## src/hdl/mbfd_pkg.sv

```systemverilog
`timescale 1ns / 1ps
// ----------------------------------------------------------------------------
// mbfd_pkg
// shared types, codes and helpers of the manchester backward frame decoder
// ----------------------------------------------------------------------------
package mbfd_pkg;

  localparam int FrameWidth = 16;
  localparam int TimeWidth  = 16;
  localparam int OutWidth   = 16;
  localparam int AnswerBit  = 8;

  // input operations
  localparam logic [1:0] OP_RISE = 2'd0;
  localparam logic [1:0] OP_FALL = 2'd1;
  localparam logic [1:0] OP_END  = 2'd2;

  // result status
  localparam logic [1:0] ST_OK       = 2'd0;
  localparam logic [1:0] ST_HIGH_BAD = 2'd1;
  localparam logic [1:0] ST_LOW_BAD  = 2'd2;
  localparam logic [1:0] ST_ILLEGAL  = 2'd3;

  // register indexes
  localparam logic [1:0] REG_SHORT_MIN = 2'd0;
  localparam logic [1:0] REG_SHORT_MAX = 2'd1;
  localparam logic [1:0] REG_LONG_MIN  = 2'd2;
  localparam logic [1:0] REG_LONG_MAX  = 2'd3;

  localparam logic [TimeWidth-1:0] SHORT_MIN_RST = TimeWidth'(333);
  localparam logic [TimeWidth-1:0] SHORT_MAX_RST = TimeWidth'(500);
  localparam logic [TimeWidth-1:0] LONG_MIN_RST  = TimeWidth'(667);
  localparam logic [TimeWidth-1:0] LONG_MAX_RST  = TimeWidth'(1000);

  // time classes
  localparam logic [1:0] CLS_SHORT = 2'd0;
  localparam logic [1:0] CLS_LONG  = 2'd1;
  localparam logic [1:0] CLS_BAD   = 2'd2;

  // decode table index {last half bit, low long, high long}
  localparam logic [2:0] DEC_ZERO      = 3'd0;
  localparam logic [2:0] DEC_ZERO_ONE  = 3'd2;
  localparam logic [2:0] DEC_ONE       = 3'd4;
  localparam logic [2:0] DEC_ZERO_DROP = 3'd5;
  localparam logic [2:0] DEC_ZERO_ONE2 = 3'd7;

  typedef logic [FrameWidth-1:0] frame_t;

  typedef struct packed {
    logic [TimeWidth-1:0] short_min;
    logic [TimeWidth-1:0] short_max;
    logic [TimeWidth-1:0] long_min;
    logic [TimeWidth-1:0] long_max;
  } cfg_t;

  typedef struct packed {
    logic [OutWidth-1:0] frame_bits;
    logic [1:0]          status;
    logic                answer_valid;
    logic [7:0]          answer;
  } result_t;

  function automatic logic [1:0] class_time(input logic [TimeWidth-1:0] t, input cfg_t cfg);
    logic [1:0] cls;
    if ((t > cfg.long_min) && (t < cfg.long_max)) begin
      cls = CLS_LONG;
    end else if ((t > cfg.short_min) && (t < cfg.short_max)) begin
      cls = CLS_SHORT;
    end else begin
      cls = CLS_BAD;
    end
    return cls;
  endfunction

  function automatic logic [OutWidth-1:0] frame_low(input frame_t f);
    logic [31:0] wide;
    wide = 32'(f);
    return wide[OutWidth-1:0];
  endfunction

endpackage

```

## src/hdl/mbfd_core.sv

```systemverilog
`timescale 1ns / 1ps
// ----------------------------------------------------------------------------
// mbfd_core
// next-state and result logic for one edge or frame-end transfer
// ----------------------------------------------------------------------------
module mbfd_core (
  input  logic [1:0]                    op_i,
  input  logic [mbfd_pkg::TimeWidth-1:0] duration_i,
  input  mbfd_pkg::cfg_t                cfg_i,
  input  mbfd_pkg::frame_t              frame_i,
  input  logic                          half_i,
  input  logic [mbfd_pkg::TimeWidth-1:0] high_i,
  output mbfd_pkg::frame_t              frame_o,
  output logic                          half_o,
  output logic [mbfd_pkg::TimeWidth-1:0] high_o,
  output mbfd_pkg::result_t             result_o
);
  import mbfd_pkg::*;

  logic [1:0] high_cls;
  logic [1:0] low_cls;
  logic [2:0] dec_idx;
  logic [1:0] status;
  logic       ans_valid;
  logic [7:0] ans;

  assign high_cls = class_time(high_i, cfg_i);
  assign low_cls  = class_time(duration_i, cfg_i);
  assign dec_idx  = {half_i, low_cls == CLS_LONG, high_cls == CLS_LONG};

  always_comb begin
    frame_o   = frame_i;
    half_o    = half_i;
    high_o    = high_i;
    status    = ST_OK;
    ans_valid = 1'b0;
    ans       = 8'd0;
    case (op_i)
      OP_RISE: begin
        if (frame_i == '0) begin
          frame_o = {frame_i[FrameWidth-2:0], 1'b1};
          half_o  = 1'b1;
        end else if (high_cls == CLS_BAD) begin
          frame_o = '0;
          status  = ST_HIGH_BAD;
        end else if (low_cls == CLS_BAD) begin
          frame_o = '0;
          status  = ST_LOW_BAD;
        end else begin
          case (dec_idx)
            DEC_ZERO: begin
              frame_o = {frame_i[FrameWidth-2:0], 1'b0};
            end
            DEC_ZERO_ONE, DEC_ZERO_ONE2: begin
              frame_o = {frame_i[FrameWidth-3:0], 2'b01};
              half_o  = 1'b1;
            end
            DEC_ONE: begin
              frame_o = {frame_i[FrameWidth-2:0], 1'b1};
            end
            DEC_ZERO_DROP: begin
              frame_o = {frame_i[FrameWidth-2:0], 1'b0};
              half_o  = 1'b0;
            end
            default: begin
              frame_o = '0;
              status  = ST_ILLEGAL;
            end
          endcase
        end
      end
      OP_FALL: begin
        high_o = duration_i;
      end
      OP_END: begin
        if (frame_i[AnswerBit]) begin
          ans_valid = 1'b1;
          ans       = frame_i[7:0];
        end
        frame_o = '0;
      end
      default: begin
        frame_o = frame_i;
      end
    endcase
  end

  assign result_o.frame_bits   = frame_low(frame_o);
  assign result_o.status       = status;
  assign result_o.answer_valid = ans_valid;
  assign result_o.answer       = ans;

endmodule

```

## src/hdl/manchester_backward_frame_decoder.sv

```systemverilog
`timescale 1ns / 1ps
// ----------------------------------------------------------------------------
// manchester_backward_frame_decoder
// decodes a manchester answer frame of a lighting bus from edge timings
// ----------------------------------------------------------------------------
// Input channel: one transfer per edge or frame end (op, duration). A falling
// edge stores the high time, a rising edge classes high and low times and
// shifts bits into the frame, a frame end reports the answer byte.
// Output channel: exactly one result per input transfer (frame_bits, status,
// answer_valid, answer), in input order.
// Result: each result is registered, in the skid register if the output stalls.
// Throughput: one item per cycle while in_stall_o is low; the frame state is
// updated in the cycle of the transfer, so the next item sees it at once.
// Stall: an output register plus a skid register. While the output is
// stalled one more item is still taken into the skid register; after that
// in_stall_o rises until the output drains.
// Configuration: cfg_we_i writes the register at cfg_index_i (short_min,
// short_max, long_min, long_max); write only while the block is idle.
// Reset: windows return to 333/500/667/1000, frame, half bit and stored
// high time clear, both output stages empty.
// ----------------------------------------------------------------------------
module manchester_backward_frame_decoder (
  input  logic                           clk_i,
  input  logic                           rst_ni,
  input  logic                           cfg_we_i,
  input  logic [1:0]                     cfg_index_i,
  input  logic [mbfd_pkg::TimeWidth-1:0] cfg_data_i,
  input  logic                           in_valid_i,
  output logic                           in_stall_o,
  input  logic [1:0]                     op_i,
  input  logic [mbfd_pkg::TimeWidth-1:0] duration_i,
  output logic                           out_valid_o,
  input  logic                           out_stall_i,
  output logic [mbfd_pkg::OutWidth-1:0]  frame_bits_o,
  output logic [1:0]                     status_o,
  output logic                           answer_valid_o,
  output logic [7:0]                     answer_o
);
  import mbfd_pkg::*;

  cfg_t                 cfg_q;
  frame_t               frame_q, frame_d;
  logic                 half_q, half_d;
  logic [TimeWidth-1:0] high_q, high_d;
  result_t              res_d;
  result_t              out_q;
  result_t              skid_q;
  logic                 out_valid_q;
  logic                 skid_valid_q;
  logic                 in_xfer;
  logic                 out_free;

  assign in_stall_o = skid_valid_q;
  assign in_xfer    = in_valid_i && !skid_valid_q;
  assign out_free   = !out_valid_q || !out_stall_i;

  mbfd_core u_core (
    .op_i       (op_i),
    .duration_i (duration_i),
    .cfg_i      (cfg_q),
    .frame_i    (frame_q),
    .half_i     (half_q),
    .high_i     (high_q),
    .frame_o    (frame_d),
    .half_o     (half_d),
    .high_o     (high_d),
    .result_o   (res_d)
  );

  always_ff @(posedge clk_i or negedge rst_ni) begin
    if (!rst_ni) begin
      cfg_q.short_min <= SHORT_MIN_RST;
      cfg_q.short_max <= SHORT_MAX_RST;
      cfg_q.long_min  <= LONG_MIN_RST;
      cfg_q.long_max  <= LONG_MAX_RST;
    end else if (cfg_we_i) begin
      case (cfg_index_i)
        REG_SHORT_MIN: cfg_q.short_min <= cfg_data_i;
        REG_SHORT_MAX: cfg_q.short_max <= cfg_data_i;
        REG_LONG_MIN:  cfg_q.long_min  <= cfg_data_i;
        REG_LONG_MAX:  cfg_q.long_max  <= cfg_data_i;
        default: begin
          cfg_q <= cfg_q;
        end
      endcase
    end
  end

  always_ff @(posedge clk_i or negedge rst_ni) begin
    if (!rst_ni) begin
      frame_q <= '0;
      half_q  <= 1'b0;
      high_q  <= '0;
    end else if (in_xfer) begin
      frame_q <= frame_d;
      half_q  <= half_d;
      high_q  <= high_d;
    end
  end

  always_ff @(posedge clk_i or negedge rst_ni) begin
    if (!rst_ni) begin
      out_valid_q  <= 1'b0;
      skid_valid_q <= 1'b0;
    end else if (out_free) begin
      if (skid_valid_q) begin
        out_valid_q  <= 1'b1;
        skid_valid_q <= 1'b0;
      end else begin
        out_valid_q <= in_xfer;
      end
    end else if (in_xfer) begin
      skid_valid_q <= 1'b1;
    end
  end

  always_ff @(posedge clk_i) begin
    if (out_free) begin
      if (skid_valid_q) begin
        out_q <= skid_q;
      end else if (in_xfer) begin
        out_q <= res_d;
      end
    end else if (in_xfer) begin
      skid_q <= res_d;
    end
  end

  assign out_valid_o    = out_valid_q;
  assign frame_bits_o   = out_q.frame_bits;
  assign status_o       = out_q.status;
  assign answer_valid_o = out_q.answer_valid;
  assign answer_o       = out_q.answer;

endmodule

```

## config.mk

```make
export PLATFORM = sky130hd
export DESIGN_NAME = manchester_backward_frame_decoder
export DESIGN_NICKNAME = d
export VERILOG_FILES = /design/src/hdl/mbfd_pkg.sv /design/src/hdl/mbfd_core.sv /design/src/hdl/manchester_backward_frame_decoder.sv
export SDC_FILE = /design/constraint.sdc
export NUM_CORES = 1
export LEC_CHECK = 0
export CAP_MARGIN = 10
export CORE_MARGIN = 2
export CORE_UTILIZATION = 52
export DETAILED_ROUTE_END_ITERATION = 10
export DONT_BUFFER_PORTS = 1
export PLACE_DENSITY_LB_ADDON = 0.1
export SYNTH_ARGS = -nofsm -noshare
export SYNTH_HDL_FRONTEND = slang
export SYNTH_SLANG_ARGS = --single-unit
```

## constraint.sdc

```tcl
create_clock -name clk_i -period 3.74 [get_ports clk_i]
set_input_delay 1.122 -clock clk_i [delete_from_list [all_inputs] [get_ports clk_i]]
set_output_delay 1.122 -clock clk_i [all_outputs]
set_load 0.005 [all_outputs]
```

==> results.json <==
{
  "gp_routability_congestion": 0.951,
  "syn-num-nets": 988,
  "cp-start-kind": "primary input",
  "floorplan.io_pins": 70,
  "floorplan.initialDensity": 0.534,
  "dominantRegCellSynth": "sky130_fd_sc_hd__dfrtp_1",
  "final_core_utilization": 0.584,
  "timing.final.hold_violations": 0,
  "worst-path-buf-inv": 2,
  "drcViolationCount": 0,
  "hold_path.class": "primary input to async pin",
  "hold-worst-slack_ps": 388,
  "grt_max_degree": 100,
  "synth.top_cell.area_share": 0.205,
  "first_pass_iters": 7,
  "worstSetupPathType": "primary input to flop",
  "ctsHtreeMaxLevel": 4,
  "mappedNetlistArea_mm2": 0.00927,
  "worst_path_dominant_cell_family": "simple AND/OR/NAND/NOR gates",
  "instances_no_fill": 1065,
  "synth.largest_area_cell": "sky130_fd_sc_hd__dfrtp_1",
  "status": "completed",
  "post_cts_resized": 0,
  "cts_buf_count": 17,
  "post-cts-setup-buffers": 0,
  "core-area_mm2": 0.0174,
  "die_y_um": 137,
  "finalWorstPathRequiredPeriod_ps": 3600,
  "place.port_buffers": 0,
  "final_net_count": 992,
  "cap_viol_max_count": 0,
  "total_of_hold_buffers_inserted_after_clock_tree_synthesis": 0,
  "antenna_found_initial": 0,
  "synth_seq_area_share": 0.446,
  "syn_area_per_cell_um2": 11.3,
  "master_of_the_slowest_instance_on_the_critical_path": "sky130_fd_sc_hd__nor4_2",
  "clk-insertion-delay-late_ps": 430,
  "drive_gt1_frac": 0.214,
  "post_drt_via_cell_ratio": 6.08,
  "postSynthRegisterBits": 153,
  "grt.total_usage": 0.247,
  "post_synth_num_cell_types": 60,
  "clock_tree.buffer_depth": 2,
  "crit_path_frequent_cell": "sky130_fd_sc_hd__buf_4",
  "clk_root_buffer_cell": "sky130_fd_sc_hd__clkbuf_16",
  "syn-instance-count": 823,
  "critical-path-max-stage-delay_ps": 420,
  "cp_data_arrival_time_ps": 3780,
  "first_iter_violations": 455,
  "area.growth.synth_to_final_pct": 9.47,
  "drt-wirelength-per-cell_um": 20.7,
  "final-setup-viol-count": 0,
  "max_freq_mhz": 278,
  "worst_clock_skew_ps": 13.3,
  "count_of_warnings_emitted_by_yosys": 0,
  "first_global_vias": 6701,
  "synth_async_sr_flop_share": 0.647,
  "ir_drop_mv": 0.337,
  "antenna_cells_inserted": 0,
  "worst_slew_margin_rel": 0.632,
  "wire_length_of_the_first_global_routing_pass_mm": 35.6,
  "worstSetupEndpointType": "flop",
  "cts.sinks": 153,
  "power_density_mw_per_mm2": 542,
  "final.period_utilization": 0.963,
  "reg_clk_slew_reported_paths_ps": 60,
  "place_inst": 1033,
  "drtAntennaViolNets": 0,
  "synth-edff-count": 54,
  "cp_cell_sequence": "ha_1 > nand4_1 > nor4_2 > a21boi_0 > o41ai_1 > buf_4 > nor3_1 > nor3b_1 > o2111ai_1 > buf_4 > o21ai_0 > mux2_2",
  "tritoncts": "yes",
  "worst-path-max-fanout": 14,
  "leakage_uw": 0.00440,
  "detailedPlacementHpwl_mm": 16.5,
  "die_x_um": 137,
  "num_vias": 6479,
  "grt_remaining_overflow": 0,
  "timing_worst_slew_pin_value_ps": 551,
  "number_of_max_slew_violations_in_the_final_report": 0,
  "top_cells_by_area_in_the_synthesized_netlist": "sky130_fd_sc_hd__dfrtp_1 (21%), sky130_fd_sc_hd__edfxtp_1 (18%), sky130_fd_sc_hd__ha_1 (17%)",
  "fp.dieArea_mm2": 0.0189,
  "required_ps": 3920,
  "std_cell_rows": 48,
  "routed_wirelength_mm": 22.0
}
-- layout by cell type, fill, tap and decap left out, types with 7 or more instances in the layout --
cell and instances:
sky130_fd_sc_hd__o31ai_1 7, sky130_fd_sc_hd__nor2_1 19, sky130_fd_sc_hd__edfxtp_1 54, sky130_fd_sc_hd__dfstp_2 23
sky130_fd_sc_hd__and2_1 8, sky130_fd_sc_hd__a32oi_1 14, sky130_fd_sc_hd__inv_1 63, sky130_fd_sc_hd__nand3_1 17
sky130_fd_sc_hd__buf_4 20, sky130_fd_sc_hd__nor2b_1 10, sky130_fd_sc_hd__a22o_1 28, sky130_fd_sc_hd__clkbuf_16 17
sky130_fd_sc_hd__nand2_1 57, sky130_fd_sc_hd__o21ai_1 12, sky130_fd_sc_hd__mux2_2 88, sky130_fd_sc_hd__dfrtp_1 76
sky130_fd_sc_hd__nand4_1 24, sky130_fd_sc_hd__ha_1 124, sky130_fd_sc_hd__a21o_1 15, sky130_fd_sc_hd__a21oi_1 42
sky130_fd_sc_hd__o21ai_0 34
-- worst register-to-register path, delay by kind of cell, from the launching register on --
family	cells	cell delay, ps
multiplexers	1	300
flip-flops	1	540
AO/OA/AOI/OAI	3	700
AND/OR/NAND/NOR	4	930
adder cells (fa/ha/maj)	1	320
buffers and inverters	3	510
-- cell type report --
type,count,area (um^2)
repair buffers,20,150
fillers,1444,7210
clock inverters,14,139
multi-input cells,571,4770
flip-flops and latches,153,4130
inverters,64,240
well taps,225,282
clock buffers,18,429
-- metrics by stage --
stage / total power (uW) / setup TNS (ps) / setup WS (ps) / instance area (um^2)
detailed placement: 3810 / -5090 / -280 / 9550
finish: 5490 / 0 / 139 / 10100
global route: 5840 / -0.699 / -0.699 / 10100
CTS: 5500 / 0 / 167 / 10100
global placement: 3750 / -292 / -42.7 / 9550
floorplan: 3360 / 0 / 117 / 9270
-- Yosys cell counts, types with 3 or more instances --
cell                         n
sky130_fd_sc_hd__nor2_1     20
sky130_fd_sc_hd__clkbuf_1   22
sky130_fd_sc_hd__dfrtp_1    76
sky130_fd_sc_hd__a32oi_1    14
sky130_fd_sc_hd__o211ai_1    4
sky130_fd_sc_hd__o21a_1      4
sky130_fd_sc_hd__and2_1      8
sky130_fd_sc_hd__edfxtp_1   54
sky130_fd_sc_hd__o21ai_0    34
sky130_fd_sc_hd__nor2b_1    10
sky130_fd_sc_hd__or2_2       3
sky130_fd_sc_hd__a22o_1     28
sky130_fd_sc_hd__mux2_2     88
sky130_fd_sc_hd__a211oi_1    5
sky130_fd_sc_hd__dfstp_2    23
sky130_fd_sc_hd__a21oi_1    44
sky130_fd_sc_hd__o31ai_1     7
sky130_fd_sc_hd__nand4_1    24
sky130_fd_sc_hd__buf_1       3
sky130_fd_sc_hd__nor3_1      5
sky130_fd_sc_hd__buf_2       7
sky130_fd_sc_hd__a21o_1     15
sky130_fd_sc_hd__nor4_1      5
sky130_fd_sc_hd__and4_1      3
sky130_fd_sc_hd__ha_1      124
sky130_fd_sc_hd__o21ai_1    12
sky130_fd_sc_hd__nand3_1    17
sky130_fd_sc_hd__inv_1      63
sky130_fd_sc_hd__nand2_1    57
sky130_fd_sc_hd__buf_6       3
sky130_fd_sc_hd__nor3b_1     3
sky130_fd_sc_hd__and3_1      3
-- per-layer routing --
layer,vias to the layer above,global-route usage,wire length [um]
li1,3081,-,-
met1,3193,0.310,9630
met2,168,0.421,10900
met3,37,0.0522,932
met4,0,0.0888,537
met5,-,0,0
-- power by group --
| group | internal, uW | switching [uW] | total (uW) | leakage, uW |
|---|---|---|---|---|
| logic | 712 | 939 | 1650 | 0.00243 |
| registers | 1990 | 179 | 2170 | 0.00170 |
| clock network | 932 | 742 | 1670 | 0.000272 |
-- state kept, by name (all words and copies together) (netlist names) --
register,count
cfg_q,64
skid_q,27
frame_bits_o,16
frame_q,16
high_q,16
answer_o,8
status_o,2
answer_valid_o,1
half_q,1
in_stall_o,1
out_valid_o,1
-- logic make-up (layout without fill, tap and decap cells) --
logic type | count (synthesis) | after routing | share of synthesized area
buffers and inverters | 99 | 116 | 0.0435
AND/OR/NAND/NOR | 168 | 168 | 0.0935
XOR/XNOR | 1 | 1 | 0.00297
adder cells (fa/ha/maj) | 124 | 124 | 0.167
multiplexers | 88 | 88 | 0.107
AO/OA/AOI/OAI | 190 | 190 | 0.140
flip-flops | 153 | 153 | 0.446
-- worst paths after layout --
check | start | slack, ps | cells after the start | endpoint
worst min-delay path | rst_ni | 390 | 0 | cfg_q[53]
max in group asynchronous | rst_ni | 3120 | 0 | cfg_q[25]
worst max register to register | cfg_q[25] | 190 | 12 | frame_bits_o[4]
worst max-delay path | duration_i[14] | 140 | 12 | frame_bits_o[4]
min in group clk_i | cfg_q[30] | 510 | 1 | cfg_q[30]
worst min register to register | cfg_q[30] | 510 | 1 | cfg_q[30]
No activity file was read; power rests on OpenSTA's default activity.
